--- src/design/brf_pkg.sv ---
package brf_pkg;

	localparam int FRAC_BITS = 30;
	localparam int FIX_W     = 32;
	localparam int TOL_W     = 31;
	localparam int PW        = 48;
	localparam int HALF_W    = PW / 2;
	localparam int PP_W      = 2 * (HALF_W + 1);
	localparam int ACC_W     = FRAC_BITS + PW;

	localparam logic [PW-1:0] ONE_FX = PW'(1) << FRAC_BITS;

	localparam logic [2:0] OP_FIRST   = 3'd0;
	localparam logic [2:0] OP_X5      = 3'd2;
	localparam logic [2:0] OP_LAST_P1 = 3'd4;
	localparam logic [2:0] PH_LAST    = 3'd4;

	typedef enum logic [2:0] {
		ST_IDLE,
		ST_CHECK,
		ST_MUL,
		ST_FIN,
		ST_OUT
	} brf_state_t;

endpackage

--- src/design/brf_in_if.sv ---
interface brf_in_if import brf_pkg::*; ();
	logic             valid;
	logic             ready;
	logic             req_type;
	logic [FIX_W-1:0] left_end;
	logic [FIX_W-1:0] right_end;

	modport source (output valid, req_type, left_end, right_end, input ready);
	modport sink (input valid, req_type, left_end, right_end, output ready);
endinterface

--- src/design/brf_out_if.sv ---
interface brf_out_if import brf_pkg::*; ();
	logic             valid;
	logic             ready;
	logic [FIX_W-1:0] root;

	modport source (output valid, root, input ready);
	modport sink (input valid, root, output ready);
endinterface

--- src/design/bisection_root_finder.sv ---
// Bisection root finder for x^5+7x+1 (req_type 0) or 2x^11+17x^5+1 (req_type 1).
// An input beat on in_ch carries the selector and two interval ends in signed
// Q2.30; the matching output beat on out_ch carries the final midpoint.
// The block takes one beat at a time: in_ch.ready is high only while idle.
// Each halving evaluates the polynomial once at the midpoint; the value at the
// left end is evaluated once per beat and then carried along. Every fixed-point
// product runs on one shared 25 by 25 bit multiplier, which forms and sums four
// partial products of the operand halves; one evaluation takes three products
// for the first polynomial and five for the second. A beat needs at most about
// 32 iterations, and none when the ends already lie within the tolerance.
// The tolerance register is written through cfg_we and cfg_wdata; the user must
// write it only while the block is idle, which the block does not enforce. A
// zero tolerance behaves as one. Reset clears the sequencer and the output
// valid and sets the tolerance to one. A result waits in the output register
// while out_ch.ready is low, and the next input beat may be taken meanwhile.
module bisection_root_finder import brf_pkg::*; (
	input  logic             clk,
	input  logic             arst_n,
	input  logic             cfg_we,
	input  logic [TOL_W-1:0] cfg_wdata,
	brf_in_if.sink           in_ch,
	brf_out_if.source        out_ch
);

	brf_state_t state_q, state_d;

	logic [TOL_W-1:0]       tol_q;
	logic                   sel_q;
	logic [FIX_W-1:0]       left_q, right_q;
	logic                   lk_q, sl_zero_q, sl_neg_q;
	logic [PW-1:0]          x_q, r_q, x5_q;
	logic [2:0]             op_q, ph_q;
	logic signed [PP_W-1:0] prod_q;
	logic [ACC_W-1:0]       acc_q;
	logic [FIX_W-1:0]       root_q;
	logic                   out_valid_q;

	logic                   in_acc;
	logic [FIX_W:0]         sum, diff, absd;
	logic [FIX_W-1:0]       mid;
	logic [TOL_W-1:0]       tol_eff;
	logic                   done;
	logic [PW-1:0]          opa, opb, mul_res, pval;
	logic signed [HALF_W:0] pa, pb;
	logic [1:0]             kd;
	logic [ACC_W-1:0]       term_ext, term, acc_sum;
	logic                   p_zero, p_neg, last_op, out_load;

	assign in_acc = in_ch.valid && in_ch.ready;

	assign sum     = {left_q[FIX_W-1], left_q} + {right_q[FIX_W-1], right_q};
	assign mid     = sum[FIX_W:1];
	assign diff    = {right_q[FIX_W-1], right_q} - {left_q[FIX_W-1], left_q};
	assign absd    = diff[FIX_W] ? (~diff + 1'b1) : diff;
	assign tol_eff = (tol_q == '0) ? TOL_W'(1) : tol_q;
	assign done    = absd <= {{(FIX_W + 1 - TOL_W){1'b0}}, tol_eff};

	assign opa = (op_q == OP_FIRST) ? x_q : r_q;
	assign opb = op_q[0] ? r_q : x_q;
	assign pa  = ph_q[1] ? {opa[PW-1], opa[PW-1:HALF_W]} : {1'b0, opa[HALF_W-1:0]};
	assign pb  = ph_q[0] ? {opb[PW-1], opb[PW-1:HALF_W]} : {1'b0, opb[HALF_W-1:0]};

	assign kd       = 2'(ph_q - 3'd1);
	assign term_ext = {{(ACC_W - PP_W){prod_q[PP_W-1]}}, prod_q};
	always_comb begin
		case (kd)
			2'd0:    term = term_ext;
			2'd3:    term = term_ext << (2 * HALF_W);
			default: term = term_ext << HALF_W;
		endcase
	end
	assign acc_sum = ((ph_q == 3'd1) ? '0 : acc_q) + term;
	assign mul_res = acc_sum[FRAC_BITS +: PW];
	assign last_op = (op_q == (sel_q ? OP_LAST_P1 : OP_X5));

	always_comb begin
		if (sel_q) begin
			pval = (r_q << 1) + (x5_q << 4) + x5_q + ONE_FX;
		end else begin
			pval = r_q + (x_q << 3) - x_q + ONE_FX;
		end
	end
	assign p_zero = (pval == '0);
	assign p_neg  = pval[PW-1];

	assign out_load = (state_q == ST_OUT) && (!out_valid_q || out_ch.ready);

	always_comb begin
		state_d = state_q;
		case (state_q)
			ST_IDLE: begin
				if (in_acc) state_d = ST_CHECK;
			end
			ST_CHECK: begin
				state_d = done ? ST_OUT : ST_MUL;
			end
			ST_MUL: begin
				if (ph_q == PH_LAST && last_op) state_d = ST_FIN;
			end
			ST_FIN: begin
				state_d = ST_CHECK;
			end
			ST_OUT: begin
				if (out_load) state_d = ST_IDLE;
			end
			default: state_d = ST_IDLE;
		endcase
	end

	always_comb begin
		in_ch.ready  = (state_q == ST_IDLE);
		out_ch.valid = out_valid_q;
		out_ch.root  = root_q;
	end

	always_ff @(posedge clk or negedge arst_n) begin
		if (!arst_n) begin
			state_q     <= ST_IDLE;
			out_valid_q <= 1'b0;
			tol_q       <= TOL_W'(1);
		end else begin
			state_q <= state_d;
			if (cfg_we) tol_q <= cfg_wdata;
			if (out_load) begin
				out_valid_q <= 1'b1;
			end else if (out_ch.ready) begin
				out_valid_q <= 1'b0;
			end
		end
	end

	always_ff @(posedge clk) begin
		case (state_q)
			ST_IDLE: begin
				if (in_acc) begin
					sel_q   <= in_ch.req_type;
					left_q  <= in_ch.left_end;
					right_q <= in_ch.right_end;
					lk_q    <= 1'b0;
				end
			end
			ST_CHECK: begin
				if (lk_q) begin
					x_q <= {{(PW - FIX_W){mid[FIX_W-1]}}, mid};
				end else begin
					x_q <= {{(PW - FIX_W){left_q[FIX_W-1]}}, left_q};
				end
				op_q <= OP_FIRST;
				ph_q <= '0;
			end
			ST_MUL: begin
				if (ph_q != PH_LAST) prod_q <= pa * pb;
				if (ph_q != 3'd0) acc_q <= acc_sum;
				if (ph_q == PH_LAST) begin
					r_q  <= mul_res;
					if (op_q == OP_X5) x5_q <= mul_res;
					ph_q <= '0;
					op_q <= op_q + 3'd1;
				end else begin
					ph_q <= ph_q + 3'd1;
				end
			end
			ST_FIN: begin
				if (!lk_q) begin
					lk_q      <= 1'b1;
					sl_zero_q <= p_zero;
					sl_neg_q  <= p_neg;
				end else if (!sl_zero_q && !p_zero && (sl_neg_q != p_neg)) begin
					right_q <= mid;
				end else begin
					left_q    <= mid;
					sl_zero_q <= p_zero;
					sl_neg_q  <= p_neg;
				end
			end
			ST_OUT: begin
				if (out_load) root_q <= mid;
			end
			default: ;
		endcase
	end

endmodule

--- src/flat_wrapper.sv ---
// flat-port wrapper written by rule: the top's interface ports become plain ports
module bisection_root_finder_flat import brf_pkg::*;
  (clk, arst_n, cfg_we, cfg_wdata, in_ch_valid, in_ch_req_type, in_ch_left_end, in_ch_right_end, in_ch_ready, out_ch_valid, out_ch_root, out_ch_ready);
  brf_in_if in_ch_i ();
  brf_out_if out_ch_i ();
  input  logic clk;
  input  logic arst_n;
  input  logic cfg_we;
  input  logic [TOL_W-1:0] cfg_wdata;
  input wire logic [$bits(in_ch_i.valid)-1:0] in_ch_valid;
  input wire logic [$bits(in_ch_i.req_type)-1:0] in_ch_req_type;
  input wire logic [$bits(in_ch_i.left_end)-1:0] in_ch_left_end;
  input wire logic [$bits(in_ch_i.right_end)-1:0] in_ch_right_end;
  output wire logic [$bits(in_ch_i.ready)-1:0] in_ch_ready;
  output wire logic [$bits(out_ch_i.valid)-1:0] out_ch_valid;
  output wire logic [$bits(out_ch_i.root)-1:0] out_ch_root;
  input wire logic [$bits(out_ch_i.ready)-1:0] out_ch_ready;
  assign in_ch_i.valid = in_ch_valid;
  assign in_ch_i.req_type = in_ch_req_type;
  assign in_ch_i.left_end = in_ch_left_end;
  assign in_ch_i.right_end = in_ch_right_end;
  assign in_ch_ready = in_ch_i.ready;
  assign out_ch_valid = out_ch_i.valid;
  assign out_ch_root = out_ch_i.root;
  assign out_ch_i.ready = out_ch_ready;
  bisection_root_finder u_core (.clk(clk), .arst_n(arst_n), .cfg_we(cfg_we), .cfg_wdata(cfg_wdata), .in_ch(in_ch_i), .out_ch(out_ch_i));
endmodule
--- config.mk ---
export PLATFORM = sky130hd
export DESIGN_NAME = bisection_root_finder_flat
export DESIGN_NICKNAME = d
export VERILOG_FILES = /design/src/design/brf_pkg.sv /design/src/design/brf_in_if.sv /design/src/design/brf_out_if.sv /design/src/design/bisection_root_finder.sv /design/src/flat_wrapper.sv
export SDC_FILE = /design/constraint.sdc
export NUM_CORES = 2
export LEC_CHECK = 0
export BUFFER_PORTS_ARGS = -buffer_cell sky130_fd_sc_hd__buf_2
export CORE_ASPECT_RATIO = 0.7
export CORE_UTILIZATION = 55
export DETAILED_ROUTE_END_ITERATION = 8
export PLACE_DENSITY = 0.84
export RECOVER_POWER = 50
export SYNTH_ARGS = -nofsm -noshare
export SYNTH_HDL_FRONTEND = slang
export SYNTH_SLANG_ARGS = --single-unit
--- constraint.sdc ---
create_clock -name clk -period 9 [get_ports clk]
set_clock_uncertainty 0.15 [all_clocks]
set_input_delay 0.9 -clock clk [delete_from_list [all_inputs] [get_ports clk]]
set_output_delay 0.9 -clock clk [all_outputs]
set_load 0.005 [all_outputs]
# ---- After elaboration in Yosys (flattened, before gate mapping)
# Index checks and enable logic that the tools add are counted.
dict set report word_totals {
  latchBits 0
  out_inout_bits 34
  wordCells 118
  mem_bits_rw 0
  in_bits 101
  mem_bits_ro 0
  memories 0
  regBits 413
}
dict set report op_classes {
  n_addsub 13
  bitwise 1
  n_mul 1
  magnitude_cmp 1
  reduce_logical 30
  shifts 0
  muxes 36
  div_mod_pow 0
  eq_ne 19
}
# op n
set op_table {}
lappend op_table {{32-bit 2-to-1 mux} 6}
lappend op_table {{48-bit 2-to-1 mux} 4}
lappend op_table {{78-bit case mux with 2 select lines} 1}
lappend op_table {{48-bit adder} 3}
lappend op_table {{32-bit case mux with 2 select lines} 2}
lappend op_table {{48-bit by 31-bit adder with 48-bit output (second input constant)} 2}
lappend op_table {{78-bit adder} 1}
lappend op_table {{78-bit 2-to-1 mux} 1}
lappend op_table {{25-bit by 25-bit multiplier with 50-bit output} 1}
lappend op_table {{25-bit 2-to-1 mux} 2}
lappend op_table {{48-bit zero test} 1}
lappend op_table {{48-bit subtractor} 1}
lappend op_table {{32-bit by 32-bit adder with 33-bit output} 1}
lappend op_table {{33-bit by 1-bit adder with 33-bit output (second input constant)} 1}
lappend op_table {{33-bit by 31-bit <= comparator with 1-bit output} 1}
lappend op_table {{33-bit 2-to-1 mux} 1}
lappend op_table {{33-bit inverter} 1}
lappend op_table {{32-bit by 32-bit subtractor with 33-bit output} 1}
lappend op_table {{31-bit zero test} 1}
lappend op_table {{31-bit 2-to-1 mux} 1}
lappend op_table {{3-bit 2-to-1 mux} 7}
lappend op_table {{2-bit AND reduction} 8}
lappend op_table {{3-bit case mux with 5 select lines} 1}
lappend op_table {{3-bit case mux with 2 select lines} 2}
lappend op_table {{other kinds (22)} 50}

# ---- Depth between registers and ports, before layout
dict set report logic_depth {
  ltp_word 11
  depth_mapped 39
  ltp_nobuf 35
}

# ---- Least setup slack after synthesis
# Ideal clock, no wire load.
dict set report synth_path {
  path_type {register to register}
  from {register u_core.op_q[0]}
  to {register u_core.prod_q[49] (data pin)}
  arrival_time_ns 8.841
  stages_incl_launch_ff 38
  path_buffers 4
  path_slack_ns -0.247
  setup_ns 0.256
  cell_sequence {edfxtp_1 -> clkbuf_1 -> inv_2 -> ha_1 -> nor2b_1 -> clkbuf_1 -> nand2_1 -> clkbuf_1 -> o21ai_0 -> nand2_1 -> o21a_1 -> clkbuf_1 -> nand2_1 -> fa_1 -> inv_1 -> fa_1 -> inv_1 -> fa_1 -> [... 2 more ...] -> fa_1 -> fa_1 -> inv_1 -> fa_1 -> inv_1 -> ha_1 -> a21o_1 -> a21oi_1 -> o21bai_1 -> a21o_1 -> a21oi_1 -> a2bb2oi_1 -> o21ai_0 -> o21ai_0 -> o311ai_0 -> a41o_1 -> or4_1 -> and4_1}
}
dict set report synth_via {
  elab_chain_cells 4
}
# element line
set synth_lines {}
lappend synth_lines {{start: declaration} bisection_root_finder.sv:32} ;# logic [2:0] op_q, ph_q;
lappend synth_lines {{start signal: assignment} bisection_root_finder.sv:158} ;# op_q <= op_q + 3'd1;
lappend synth_lines {{3-bit zero test} bisection_root_finder.sv:58} ;# assign opa = (op_q == OP_FIRST) ? x_q : r_q;
lappend synth_lines {{48-bit 2-to-1 mux} bisection_root_finder.sv:58}
lappend synth_lines {{25-bit 2-to-1 mux} bisection_root_finder.sv:60} ;# assign pa = ph_q[1] ? {opa[PW-1], opa[PW-1:HALF_W]} : {1'b0, opa[HALF_W-1:0]};
lappend synth_lines {{25-bit by 25-bit multiplier with 50-bit output (*)} bisection_root_finder.sv:152} ;# if (ph_q != PH_LAST) prod_q <= pa * pb;
lappend synth_lines {{end signal: assignment} bisection_root_finder.sv:152}
lappend synth_lines {{end: declaration} bisection_root_finder.sv:33} ;# logic signed [PP_W-1:0] prod_q;
# Mark *: on every way between the ends. The rest lies on a longest branch, timed or not.
# A chain may end at the register's enable or synchronous reset.

# ---- Final worst setup path
dict set report layout_path {
  from {register u_core.op_q[2]}
  to {register u_core.prod_q[49] (data pin)}
}
dict set report layout_via {
  elab_chain_cells 4
}
# element line
set layout_lines {}
lappend layout_lines {{3-bit zero test} bisection_root_finder.sv:58}
lappend layout_lines {{48-bit 2-to-1 mux} bisection_root_finder.sv:58}
lappend layout_lines {{25-bit 2-to-1 mux} bisection_root_finder.sv:60}
lappend layout_lines {{25-bit by 25-bit multiplier with 50-bit output} bisection_root_finder.sv:152}
# No other way between the ends.

==> run metrics <==
Clock Latency Late Sink=610 ps; CTS sink count=397; fin cells=7,864; CP bufs+invs=8; Initial Utilization=0.558; Unique masters post-synth=96; first-pass GRT wire length=302,000 um; Worst path max stage delay=540 ps; Synth Instances=6,277; Setup crit start=u_core.op_q[2]; top_reg_cell synth=edfxtp_1; syn_nets=7,648; most frequent CP cell=fa_1; reg2reg start=u_core.op_q[2]; cts bufs inserted=39; worst-case clock buffer depth=3; WL final=204,000 um; CP top delay family=adder cells; fmax=114 MHz; R2R depth=31; Root Buffer=clkbuf_16; critical path startpoint category=flip-flop; Worst Setup EP=u_core.prod_q[49]; slowest CP cell=fa_1; Post-synth EDFFs=362; Final Core Density=0.612; port bufs=134; dpl ws=-159 ps; reg-to-reg endpoint=u_core.prod_q[49]; Synth Warn #=0; final worst-path cycle share=0.977; drt pass-1 iters=8; Core ar.=0.103 mm^2; Hold-fix buffers, CTS=0; Worst-path clk slew=70 ps; most common cell after layout, fill and taps aside=inv_1; Layout area overhead=9.63%; FFs w/ async S/R, synth=0.0882; hold path cells=1; CTS tree=done; Rows=98; drt wl/cell=26.0 um; Seq cells post-synth=397; final hold vios=0; Max Cap Viol=8; # H-tree levels=2; nets=7,851; final global-route overflow total=0; Ports=135; Critical Path End Type=flip-flop; post-synthesis sequential area ratio=0.205; largest net degree at the start of global routing=100; WS Path Type=flip-flop to flip-flop; Worst Tran Pin Value=4370 ps; dpl hpwl=171,000 um; min cycle time layout=8790 ps; chip width=388 um; CP arrival=8980 ps; Syn Area/Cell=9.14 um^2; initial antenna violation count=12; Synth Cell Area=0.0574 mm^2; vias in the first global route=46,759; DP Cell Count=7,769; layout cells sized above 1=0.0919; via count=48,834; Max-slew headroom=-1.91; worst path required time=9190 ps; status=finished, violations left; failing checks=capacitance limit, slew limit; DRT iter0 DRCs=6,497; Hold WC Path Type=input pin to flip-flop; most frequent cells in the layout=962 x inv_1, 734 x fa_1, 611 x nand2_1; Slew Limit Fails=398; worst-path maximum fanout=5; GRT Total Usage=0.385; via-per-instance ratio=6.21; worst setup margin=207 ps; Die Ht=272 um; minimum hold slack=335 ps; Critical Path Stages=31; DRC viols=0; Routability Congestion=1.08; flop-to-flop setup slack=210 ps; Final ANT Viol Nets=0; Die ar.=0.106 mm^2; setup violators final=0
[logic make-up after synthesis]
logic type | count (synthesis) | share of synthesized area
AND/OR/NAND/NOR | 1719 | 0.136
XOR/XNOR | 285 | 0.0435
flip-flops | 397 | 0.205
multiplexers | 34 | 0.00971
AO/OA/AOI/OAI | 1330 | 0.151
adder cells (fa/ha/maj) | 1270 | 0.374
buffers and inverters | 1242 | 0.0817
[flip-flops by register name, summed over array words and instances, names as in the netlist]
| name | cells |
|---|---|
| u_core.op_q | 3 |
| u_core.right_q | 32 |
| u_core.x_q | 32 |
| u_core.state_q | 3 |
| u_core.out_ch.valid | 1 |
| u_core.r_q | 48 |
| u_core.ph_q | 3 |
| u_core.acc_q | 78 |
| u_core.x5_q | 48 |
| u_core.sl_neg_q | 1 |
| u_core.out_ch.root | 32 |
| u_core.sel_q | 1 |
| u_core.tol_q | 31 |
| u_core.prod_q | 50 |
| u_core.lk_q | 1 |
| u_core.sl_zero_q | 1 |
| u_core.left_q | 32 |
[cell usage after synthesis (all sizes together), types with 34 or more instances]
| master | instances | share of area |
|---|---|---|
| nand4 | 65 | 0.0071 |
| nand2 | 612 | 0.040 |
| ha | 533 | 0.12 |
| o21a | 109 | 0.014 |
| dfrtp | 34 | 0.015 |
| and2 | 134 | 0.015 |
| a31oi | 39 | 0.0043 |
| nand2b | 47 | 0.0051 |
| edfxtp | 362 | 0.19 |
| a21oi | 379 | 0.033 |
| nand3 | 56 | 0.0049 |
| o211ai | 39 | 0.0051 |
| nor2b | 39 | 0.0044 |
| xnor2 | 182 | 0.028 |
| xor2 | 103 | 0.016 |
| clkbuf | 255 | 0.017 |
| o21bai | 61 | 0.0080 |
| a21o | 144 | 0.019 |
| a211oi | 36 | 0.0050 |
| o21ai | 291 | 0.026 |
| nor2 | 569 | 0.037 |
| fa | 737 | 0.26 |
| nor3 | 47 | 0.0041 |
| inv | 967 | 0.063 |
[cell type report]
| class | instances | area (um^2) |
|---|---|---|
| Antenna cell | 9 | 22.5 |
| Clock buffer | 49 | 1040 |
| Clock inverter | 17 | 188 |
| Fill cell | 8725 | 39900 |
| Inverter | 968 | 3630 |
| Multi-Input combinational cell | 4638 | 41300 |
| Sequential cell | 397 | 11700 |
| Tap cell | 1350 | 1690 |
| Timing Repair Buffer | 436 | 3270 |
[per-stage QoR]
stage          cell area, um^2  TNS, ps
2_1_floorplan            57400        0
3_3_place_gp             61100        0
3_5_place_dp             61100     -159
4_1_cts                  62300        0
5_1_grt                  62900    -64.8
6_report                 62900        0
[layer usage]
metal  routed length [um]  global-route usage  up-vias
met5                  529              0.0248        -
li1                     -                   -    21312
met1                90800               0.595    24181
met3                32100               0.158      309
met2                76000               0.491     3010
met4                 4760              0.0795       22
[worst min-delay path by stage]
stage | start | to | slack, ps
after floorplan | u_core.state_q[2] | u_core.state_q[0] | 330
after global placement | u_core.state_q[2] | u_core.state_q[0] | 350
after detailed placement | u_core.state_q[2] | u_core.state_q[0] | 370
after CTS | arst_n | u_core.tol_q[6] | 240
after global routing | in_ch_req_type | u_core.sel_q | 320
final | in_ch_req_type | u_core.sel_q | 330
[what timing repair did]
action                                  CTS  global route
pin swaps                                 0            26
cloned                                    0             1
buffers inserted                          0            20
endpoints found under the setup margin    2            10
gates resized for setup                   5            96
Power is not shown: default switching activity piles up to over one toggle a cycle in this logic, so the estimate is an artifact.
